===== src/rtl/core/pli_pkg.sv =====
// shared constants and codes for the positional list insert/delete block
package pli_pkg;

  // list capacity and derived widths
  localparam int CAPACITY = 64;
  localparam int ADDR_W   = (CAPACITY > 1) ? $clog2(CAPACITY) : 1;
  localparam int CNT_W    = $clog2(CAPACITY + 1);

  // field widths
  localparam int POS_W    = 10;
  localparam int ELEM_W   = 8;
  localparam int STAT_W   = 2;
  localparam int LEN_W    = 11;
  localparam int IN_DW    = 24;
  localparam int OUT_DW   = 24;

  // request kinds
  localparam logic REQ_INSERT = 1'b0;
  localparam logic REQ_DELETE = 1'b1;

  // status codes
  localparam logic [STAT_W-1:0] ST_OK       = 2'd0;
  localparam logic [STAT_W-1:0] ST_POS_ZERO = 2'd1;
  localparam logic [STAT_W-1:0] ST_BEYOND   = 2'd2;
  localparam logic [STAT_W-1:0] ST_FULL     = 2'd3;

endpackage


===== src/rtl/core/positional_list_insert_delete_top.sv =====
// positional list insert/delete: sequencer around one list memory
//
// The block holds an ordered list of up to CAPACITY bytes in a ram.
// A request word on the in_ channel inserts a byte at a 1-based position
// (in_tuser low) or deletes the byte at a position (in_tuser high).
// The result word on the out_ channel carries the status, the removed byte
// and the new list length. One result word per request.
// Later elements are moved one ram cell per cycle through the single
// read port and single write port: a successful insert at position p moves
// the cells from p onward up by one, starting at the end, then writes the
// new byte; a successful delete reads the byte at p and moves later cells
// down by one; a rejected request goes straight to the result step.
// in_tready is high only while no request is at work; one request is handled at a time.
// The result sits in an output register, so the next request is accepted
// while out_tvalid waits for out_tready; a request that finishes while the
// output register is still full waits in its final step until it drains.
// Reset empties the list and drops any pending result; ram contents are
// not cleared, since only cells below the length are ever read.
module positional_list_insert_delete_top
  import pli_pkg::*;
(
  input  logic              clk,
  input  logic              rst_n,
  input  logic              in_tvalid,
  output logic              in_tready,
  input  logic [IN_DW-1:0]  in_tdata,   // position[9:0], element[17:10], zero pad
  input  logic              in_tuser,   // req_type[0]
  output logic              out_tvalid,
  input  logic              out_tready,
  output logic [OUT_DW-1:0] out_tdata   // status[1:0], removed_element[9:2],
                                        // list_length[20:10], zero pad
);

  // sequencer state codes
  localparam logic [2:0] S_IDLE   = 3'd0;
  localparam logic [2:0] S_ISHIFT = 3'd1;
  localparam logic [2:0] S_IFILL  = 3'd2;
  localparam logic [2:0] S_DREAD  = 3'd3;
  localparam logic [2:0] S_DSHIFT = 3'd4;
  localparam logic [2:0] S_DONE   = 3'd5;

  logic [2:0]        state_r, state_nxt;
  logic [CNT_W-1:0]  cnt_r, cnt_nxt;
  logic [ADDR_W-1:0] cur_r, cur_nxt;
  logic [ADDR_W-1:0] p_r, p_nxt;
  logic [ELEM_W-1:0] elem_r, elem_nxt;
  logic [STAT_W-1:0] res_status_r, res_status_nxt;
  logic [ELEM_W-1:0] res_removed_r, res_removed_nxt;

  logic              out_valid_r, out_valid_nxt;
  logic [STAT_W-1:0] out_status_r, out_status_nxt;
  logic [ELEM_W-1:0] out_removed_r, out_removed_nxt;
  logic [LEN_W-1:0]  out_len_r, out_len_nxt;

  // ram port signals
  logic              wr_en;
  logic [ADDR_W-1:0] wr_addr;
  logic [ELEM_W-1:0] wr_data;
  logic [ADDR_W-1:0] rd_addr;
  logic [ELEM_W-1:0] rd_data;

  // input field decode
  logic              in_kind;
  logic [POS_W-1:0]  in_pos;
  logic [ELEM_W-1:0] in_elem;
  logic [POS_W-1:0]  pos_m1;
  logic [ADDR_W-1:0] in_p;
  logic [LEN_W-1:0]  pos_l;
  logic [LEN_W-1:0]  cnt_l;
  logic [CNT_W-1:0]  cnt_m1;
  logic              in_acc;
  logic              out_free;

  assign in_kind  = in_tuser;
  assign in_pos   = in_tdata[POS_W-1:0];
  assign in_elem  = in_tdata[POS_W+ELEM_W-1:POS_W];
  assign pos_m1   = in_pos - POS_W'(1);
  assign in_p     = pos_m1[ADDR_W-1:0];
  assign pos_l    = LEN_W'(in_pos);
  assign cnt_l    = LEN_W'(cnt_r);
  assign cnt_m1   = cnt_r - CNT_W'(1);
  assign in_tready = (state_r == S_IDLE);
  assign in_acc   = in_tvalid && in_tready;
  assign out_free = !out_valid_r || out_tready;

  // list memory
  pli_ram #(
    .WIDTH (ELEM_W),
    .DEPTH (CAPACITY)
  ) u_ram (
    .clk     (clk),
    .wr_en   (wr_en),
    .wr_addr (wr_addr),
    .wr_data (wr_data),
    .rd_addr (rd_addr),
    .rd_data (rd_data)
  );

  // sequencer: one cell move per cycle
  always_comb begin
    state_nxt       = state_r;
    cnt_nxt         = cnt_r;
    cur_nxt         = cur_r;
    p_nxt           = p_r;
    elem_nxt        = elem_r;
    res_status_nxt  = res_status_r;
    res_removed_nxt = res_removed_r;
    out_valid_nxt   = out_valid_r && !out_tready;
    out_status_nxt  = out_status_r;
    out_removed_nxt = out_removed_r;
    out_len_nxt     = out_len_r;
    wr_en           = 1'b0;
    wr_addr         = cur_r;
    wr_data         = rd_data;
    rd_addr         = cur_r;

    unique case (state_r)
      S_IDLE: begin
        if (in_acc) begin
          p_nxt           = in_p;
          elem_nxt        = in_elem;
          res_removed_nxt = '0;
          res_status_nxt  = ST_OK;
          state_nxt       = S_DONE;
          // check request, then start the move
          priority if (in_pos == '0) begin
            res_status_nxt = ST_POS_ZERO;
          end else if (in_kind == REQ_INSERT) begin
            priority if (pos_l > cnt_l + LEN_W'(1)) begin
              res_status_nxt = ST_BEYOND;
            end else if (cnt_l >= LEN_W'(CAPACITY)) begin
              res_status_nxt = ST_FULL;
            end else begin
              cnt_nxt = cnt_r + CNT_W'(1);
              if (pos_l == cnt_l + LEN_W'(1)) begin
                state_nxt = S_IFILL;
              end else begin
                rd_addr   = cnt_m1[ADDR_W-1:0];
                cur_nxt   = cnt_m1[ADDR_W-1:0];
                state_nxt = S_ISHIFT;
              end
            end
          end else begin
            if (pos_l > cnt_l) begin
              res_status_nxt = ST_BEYOND;
            end else begin
              cnt_nxt   = cnt_m1;
              rd_addr   = in_p;
              state_nxt = S_DREAD;
            end
          end
        end
      end

      // move cell cur up by one, walking down toward p
      S_ISHIFT: begin
        wr_en   = 1'b1;
        wr_addr = cur_r + ADDR_W'(1);
        wr_data = rd_data;
        if (cur_r == p_r) begin
          state_nxt = S_IFILL;
        end else begin
          rd_addr = cur_r - ADDR_W'(1);
          cur_nxt = cur_r - ADDR_W'(1);
        end
      end

      // place the new element
      S_IFILL: begin
        wr_en     = 1'b1;
        wr_addr   = p_r;
        wr_data   = elem_r;
        state_nxt = S_DONE;
      end

      // capture removed byte, start closing the gap
      S_DREAD: begin
        res_removed_nxt = rd_data;
        if (LEN_W'(p_r) < cnt_l) begin
          rd_addr   = p_r + ADDR_W'(1);
          cur_nxt   = p_r + ADDR_W'(1);
          state_nxt = S_DSHIFT;
        end else begin
          state_nxt = S_DONE;
        end
      end

      // move cell cur down by one, walking up to the new end
      S_DSHIFT: begin
        wr_en   = 1'b1;
        wr_addr = cur_r - ADDR_W'(1);
        wr_data = rd_data;
        if (LEN_W'(cur_r) == cnt_l) begin
          state_nxt = S_DONE;
        end else begin
          rd_addr = cur_r + ADDR_W'(1);
          cur_nxt = cur_r + ADDR_W'(1);
        end
      end

      // hand the result to the output register
      S_DONE: begin
        if (out_free) begin
          out_valid_nxt   = 1'b1;
          out_status_nxt  = res_status_r;
          out_removed_nxt = res_removed_r;
          out_len_nxt     = LEN_W'(cnt_r);
          state_nxt       = S_IDLE;
        end
      end

      default: begin
        state_nxt = S_IDLE;
      end
    endcase
  end

  // control registers
  always_ff @(posedge clk) begin
    if (!rst_n) begin
      state_r     <= S_IDLE;
      cnt_r       <= '0;
      out_valid_r <= 1'b0;
    end else begin
      state_r     <= state_nxt;
      cnt_r       <= cnt_nxt;
      out_valid_r <= out_valid_nxt;
    end
  end

  // payload registers
  always_ff @(posedge clk) begin
    cur_r         <= cur_nxt;
    p_r           <= p_nxt;
    elem_r        <= elem_nxt;
    res_status_r  <= res_status_nxt;
    res_removed_r <= res_removed_nxt;
    out_status_r  <= out_status_nxt;
    out_removed_r <= out_removed_nxt;
    out_len_r     <= out_len_nxt;
  end

  // result word
  assign out_tvalid = out_valid_r;
  assign out_tdata  = {{(OUT_DW - STAT_W - ELEM_W - LEN_W){1'b0}},
                       out_len_r, out_removed_r, out_status_r};

endmodule


===== src/rtl/core/pli_ram.sv =====
// generic single write, single read ram with registered read data
module pli_ram #(
  parameter int WIDTH = 8,
  parameter int DEPTH = 64
) (
  input  logic                     clk,
  input  logic                     wr_en,
  input  logic [$clog2(DEPTH)-1:0] wr_addr,
  input  logic [WIDTH-1:0]         wr_data,
  input  logic [$clog2(DEPTH)-1:0] rd_addr,
  output logic [WIDTH-1:0]         rd_data
);

  logic [WIDTH-1:0] mem [DEPTH];

  // write port and registered read port
  always_ff @(posedge clk) begin
    if (wr_en) begin
      mem[wr_addr] <= wr_data;
    end
    rd_data <= mem[rd_addr];
  end

endmodule


===== config.mk =====
export PLATFORM = sky130hd
export DESIGN_NAME = positional_list_insert_delete_top
export DESIGN_NICKNAME = d
export VERILOG_FILES = /design/src/rtl/core/pli_pkg.sv /design/src/rtl/core/positional_list_insert_delete_top.sv /design/src/rtl/core/pli_ram.sv
export SDC_FILE = /design/constraint.sdc
export NUM_CORES = 1
export LEC_CHECK = 0
export BUFFER_PORTS_ARGS = -buffer_cell sky130_fd_sc_hd__buf_2
export CAP_MARGIN = 20
export CORE_MARGIN = 10
export CORE_UTILIZATION = 30
export DETAILED_ROUTE_END_ITERATION = 7
export PLACE_DENSITY = 0.57
export REMOVE_ABC_BUFFERS = 1
export SLEW_MARGIN = 20
export SYNTH_ARGS = -nofsm -noshare
export SYNTH_HDL_FRONTEND = slang
export SYNTH_SLANG_ARGS = --single-unit

===== constraint.sdc =====
create_clock -name clk -period 3.78 [get_ports clk]
set_input_delay 0.756 -clock clk [delete_from_list [all_inputs] [get_ports clk]]
set_output_delay 0.756 -clock clk [all_outputs]
set_load 0.02 [all_outputs]

Word level (Yosys, flattened, before mapping)
Memory sizes are Yosys's and may differ from the RTL's. A register that Yosys moved wholly into a read port is not among the register bits. Index checks and enable logic that the tools add are counted.

Bits in latches: 0. Input port bits: 29. RAM bits: 512. Memories: 1. Logic and storage cells: 101. ROM bits: 0. Register bits after elaboration: 58.

Memories: u_ram.mem (words 64, bits a word 8, read ports 1, clocked after memory_dff 1, write ports 1, RTL line pli_ram.sv:14) `logic [WIDTH-1:0] mem [DEPTH];`.

Multiplexer cells: 44. Shift operators: 0. Bitwise gates (word level): 1. Order comparisons: 4. Reduce and logical (&&, ||, !) cells: 16. $mul: 0. Eq/ne operators: 17. Divide/modulo/power cells: 0. Add/subtract/negate cells: 7.

Operators with widths (count): $mux W6 (13); $pmux W6 S4 (2); $mux W7 (4); $mux W3 (9); $pmux W3 S6 (1); $pmux W6 S3 (1); $mux W8 (2); $ne A2 B2 Y1 const B (8); $pmux W8 S2 (1); $add A6 B1 Y6 const B (2); $sub A6 B1 Y6 const B (2); $eq A10 B8 Y1 (1); $gt A10 B7 Y1 (1); $gt A10 B8 Y1 (1); $logic_not A10 Y1 (1); $mux W2 (5); $add A7 B1 Y8 const B (1); $reduce_and A4 Y1 (2); $add A7 B1 Y7 const B (1); $eq A6 B7 Y1 (1); $ge A7 B7 Y1 const B (1); $lt A6 B7 Y1 (1); $sub A7 B1 Y7 const B (1); $eq A3 B2 Y1 const B (2); other kinds (15) (25).

Depth between registers and ports, before layout
Depth after elaboration: 9. Gate-level depth with buffers: 20.

Hierarchy
A second synthesis with hierarchy kept.

Cell total of the unflattened synthesis: 1426. Area total of the unflattened synthesis: 24563.6 µm².

By module, submodules not included: pli_ram (instances 1, sequential area each 15534.9 µm², area each 20166.8 µm², cells an instance 940); positional_list_insert_delete_top (instances 1, sequential area each 1631.6 µm², area each 4396.7 µm², cells an instance 486).

Worst setup path after synthesis
Ideal clock, no wire load.

Kind: register -> register. Start point: register cnt_r[0]. End point: register u_ram.rd_data[4], read port of u_ram.mem. Arrival time: 3953 ps. Setup slack: -304 ps. Clock period less this slack: 4084 ps. Stages on the path, launching flop included: 17. Library setup time: 131 ps. Required time: 3649 ps. Cells stage by stage: dfxtp_1 > buf_2 > nand3_1 > nor3_1 > nand3_1 > ha_1 > a2111o_1 > nor3_1 > and2_0 > a31oi_1 > nand3_1 > buf_1 > mux2_2 > o22ai_1 > nor2_1 > a2111oi_0 > nand2_1.

Word-level cells in the longest chain between the ends: 9.

RTL lines: start, declared (RTL line positional_list_insert_delete_top.sv:43) `logic [CNT_W-1:0] cnt_r, cnt_nxt;`; start signal, assigned (RTL line positional_list_insert_delete_top.sv:226) `cnt_r <= cnt_nxt;`; parallel branches: the longest is 8 deep, another holds $gt A10 B8 Y1; $pmux W6 S4 (*) (RTL line positional_list_insert_delete_top.sv:117) `unique case (state_r)`; end, declared (RTL line pli_ram.sv:11) `output logic [WIDTH-1:0] rd_data`.

Mark *: on every way between the ends. A chain may end at the register's enable or synchronous reset.

Final worst setup path
Start point: register cnt_r[4]. End point: register u_ram.rd_data[2], read port of u_ram.mem.

The elaborated chain is that of the path after synthesis.

==> results.tsv <==
stage	metric	value	unit
synth	syn_area	25300	um^2
place	post-place-cells	3225	
floorplanning	start_util	0.302	
synth	async_flop_share	0	
global_route	antenna_found_initial	0	
route	firstDrtPassIters	6	
clock_network	cts_buffer_depth	3	
layout	layout_commonest_cell	edfxtp_1	
floorplanning	fp.dieH	310	um
place	placed_cell_area	29200	um^2
worst_setup_path	cp.required	4.27	ns
global_route	grt.overflow.total	0	
floorplanning	die_x	310	um
place	place_congestion	0.901	
clock_network	ctsHoldBuffers	0	
layout	fill_cells	7814	
timing	period_minus_slack	4.24	ns
layout	layout_common_cells	edfxtp_1, buf_4, nand2_1	
worst_setup_path	cp-end-kind	flip-flop	
synth	synth_edf_count	559	
timing	worst_slack	-0.464	ns
place	place_ws	-1.25	ns
clock_network	cts_tree	built	
place	dpl.hpwl	49400	um
synth	syn_inst	1817	
timing	rsz0062_at_grt	true	
timing	fin_crit_sh	1.12	
global_route	grt_max_degree	65	
timing	skew	0.0286	ns
floorplanning	rows	106	
clock_network	cts_inserted_buffers	61	
timing	worst_pin_slew	1.06	ns
hold_path	hp-class	input pin to flip-flop	
synth	synthFlopType	edfxtp_1	
floorplanning	coreArea	83700	um^2
layout	finalInstanceArea	32300	um^2
synth	synth_seq_area_share	0.679	
clock_network	htree_levels	2	
route	wl_per_cell	21.7	um
global_route	grtUsageTotal	0.147	
layout	drive_above_1_share	0.305	
layout	area.growth.synth_to_final	27.7	%
synth	ys_types	85	
clock_network	clk_latency	0.65	ns
outcome	failed_checks	negative setup slack	
route	drt_wl_total	73000	um
synth	synth-seq-cells	578	
clock_network	root_buffer	clkbuf_16	
worst_setup_path	crit_path_start_kind	flip-flop	
layout	final_nets	2231	
route	dr_total_vias	17000	
clock_network	numClockSinks	578	
timing	setup-violations-final	8	
layout	fin_cells	3361	
synth	synth_warnings	0	
route	dr.first_iter.drc_count	1592	
run	maxCapViolations	0	
worst_setup_path	criticalPathCategory	flip-flop to flip-flop	
global_route	grt_pass1_vias	17000	
synth	syn-mean-instance-area	13.9	um^2
worst_setup_path	crit_path_max_fanout	18	
route	detail-route-antenna-nets	0	
timing	finalSetupTns	-3.35	ns
floorplanning	die-area	96300	um^2
layout	n_antenna_cell	0	
timing	relSlewSlack	0.296	
global_route	grt_first_pass_wirelength	108000	um
route	drc	0	
worst_setup_path	critPathArrivalTime	4.74	ns
outcome	outcome	finished, violations left	
route	routed_via_density	5.06	
place	port_buffers	41	
timing	finalHoldViolations	0	
clock_network	path_clk_slew	0.06	ns
timing	fmax	236	MHz
floorplanning	ios	55	
timing	slew_violations	0	
[cells in the mapped netlist, types with 10 or more instances]
cell / instances / area share
inv_1: 23 / 0.0034
dfxtp_1: 19 / 0.015
nor2_1: 131 / 0.019
and3_1: 10 / 0.0025
edfxtp_1: 559 / 0.66
a221o_1: 11 / 0.0044
o21ai_0: 19 / 0.0038
o31ai_1: 10 / 0.0030
nand3_1: 48 / 0.0095
xnor2_1: 17 / 0.0059
mux2i_1: 125 / 0.049
a211oi_1: 12 / 0.0036
o22a_1: 10 / 0.0035
ha_1: 27 / 0.013
buf_2: 45 / 0.0089
a21oi_1: 96 / 0.019
a221oi_1: 18 / 0.0062
a2111oi_0: 13 / 0.0045
a211o_1: 11 / 0.0038
mux2_2: 77 / 0.034
nor3_1: 26 / 0.0051
nand2_1: 191 / 0.028
o211ai_1: 20 / 0.0059
and2_1: 16 / 0.0040
a31oi_1: 12 / 0.0030
o22ai_1: 18 / 0.0045
clkbuf_1: 40 / 0.0059
nand2b_1: 15 / 0.0037
or3_1: 25 / 0.0062
a21o_1: 10 / 0.0030
o32ai_1: 12 / 0.0042
[cells by family after synthesis]
logic type | count (synthesis) | share of synthesized area
other cells | 1 | 0.000148
flops | 578 | 0.679
compound gates | 333 | 0.0944
fa+ha+maj | 27 | 0.0134
xor+xnor | 26 | 0.00900
mux | 202 | 0.0837
buf+inv | 131 | 0.0248
simple gates | 519 | 0.0961
[registers in the layout, summed over array words and instances, names as in the netlist]
name,count
u_ram.mem,512
elem_r,8
out_removed_r,8
res_removed_r,8
u_ram.rd_data,8
cnt_r,7
out_len_r,7
cur_r,6
p_r,6
state_r,3
out_status_r,2
res_status_r,2
out_tvalid,1
[worst paths after layout]
kind | to | cells after the start | start | slack (ns)
setup / recovery | u_ram.rd_data[2] | 16 | cnt_r[4] | -0.46
hold / removal | elem_r[1] | 1 | in_tdata[11] | 0.29
setup reg to reg | u_ram.rd_data[2] | 16 | cnt_r[4] | -0.46
hold reg to reg | out_removed_r[1] | 0 | res_removed_r[1] | 0.42
[metal layers]
| metal | wire length, um | part of all wire | GRT usage | up-vias |
|---|---|---|---|---|
| li1 | - | - | - | 7736 |
| met1 | 31400 | 0.43 | 0.195 | 8527 |
| met2 | 35200 | 0.48 | 0.247 | 613 |
| met3 | 4670 | 0.064 | 0.0232 | 121 |
| met4 | 1770 | 0.024 | 0.0416 | 0 |
| met5 | 0 | 0 | 0 | - |
[worst max-delay path, stage by stage, from the launching register on]
cell       delay [ns]
dfxtp_2          0.36
clkinv_4         0.08
buf_4            0.19
ha_1             0.32
and4b_2          0.29
and2_1           0.17
a221o_1          0.34
a211o_1          0.30
a211oi_2         0.27
buf_4            0.15
nand3_4          0.12
buf_12           0.19
mux2_2           0.30
o22ai_2          0.20
nor2_1           0.11
a2111oi_4        0.53
nand2_1          0.16
[metrics by stage]
| stage | hold slack, ns | util |
|---|---|---|
| finish | 0.291 | 0.386 |
| global route | 0.262 | 0.386 |
| CTS | 0.248 | 0.384 |
| detailed placement | 0.409 | 0.349 |
| global placement | 0.406 | 0.349 |
| floorplan | 0.400 | - |
[layout make-up]
| class | instances | area (um^2) | area share |
|---|---|---|---|
| Multi-Input combinational cell | 1114 | 8370 | 0.259 |
| Sequential cell | 578 | 17200 | 0.532 |
| Clock inverter | 46 | 352 | 0.0109 |
| Inverter | 25 | 98.8 | 0.00306 |
| Clock buffer | 69 | 1560 | 0.0482 |
| Tap cell | 1134 | 1420 | 0.0439 |
| Timing Repair Buffer | 395 | 3340 | 0.103 |
[what timing repair did]
action                                  in CTS  in global routing
pin swaps                                   55                 13
resized for setup                          155                 31
endpoints found under the setup margin       8                 16
cloned                                       3                  1
hold endpoints to repair                     0                  0
setup buffers                               26                  2
Power is not shown: default switching activity piles up to over one toggle a cycle in this logic, so the estimate is an artifact.
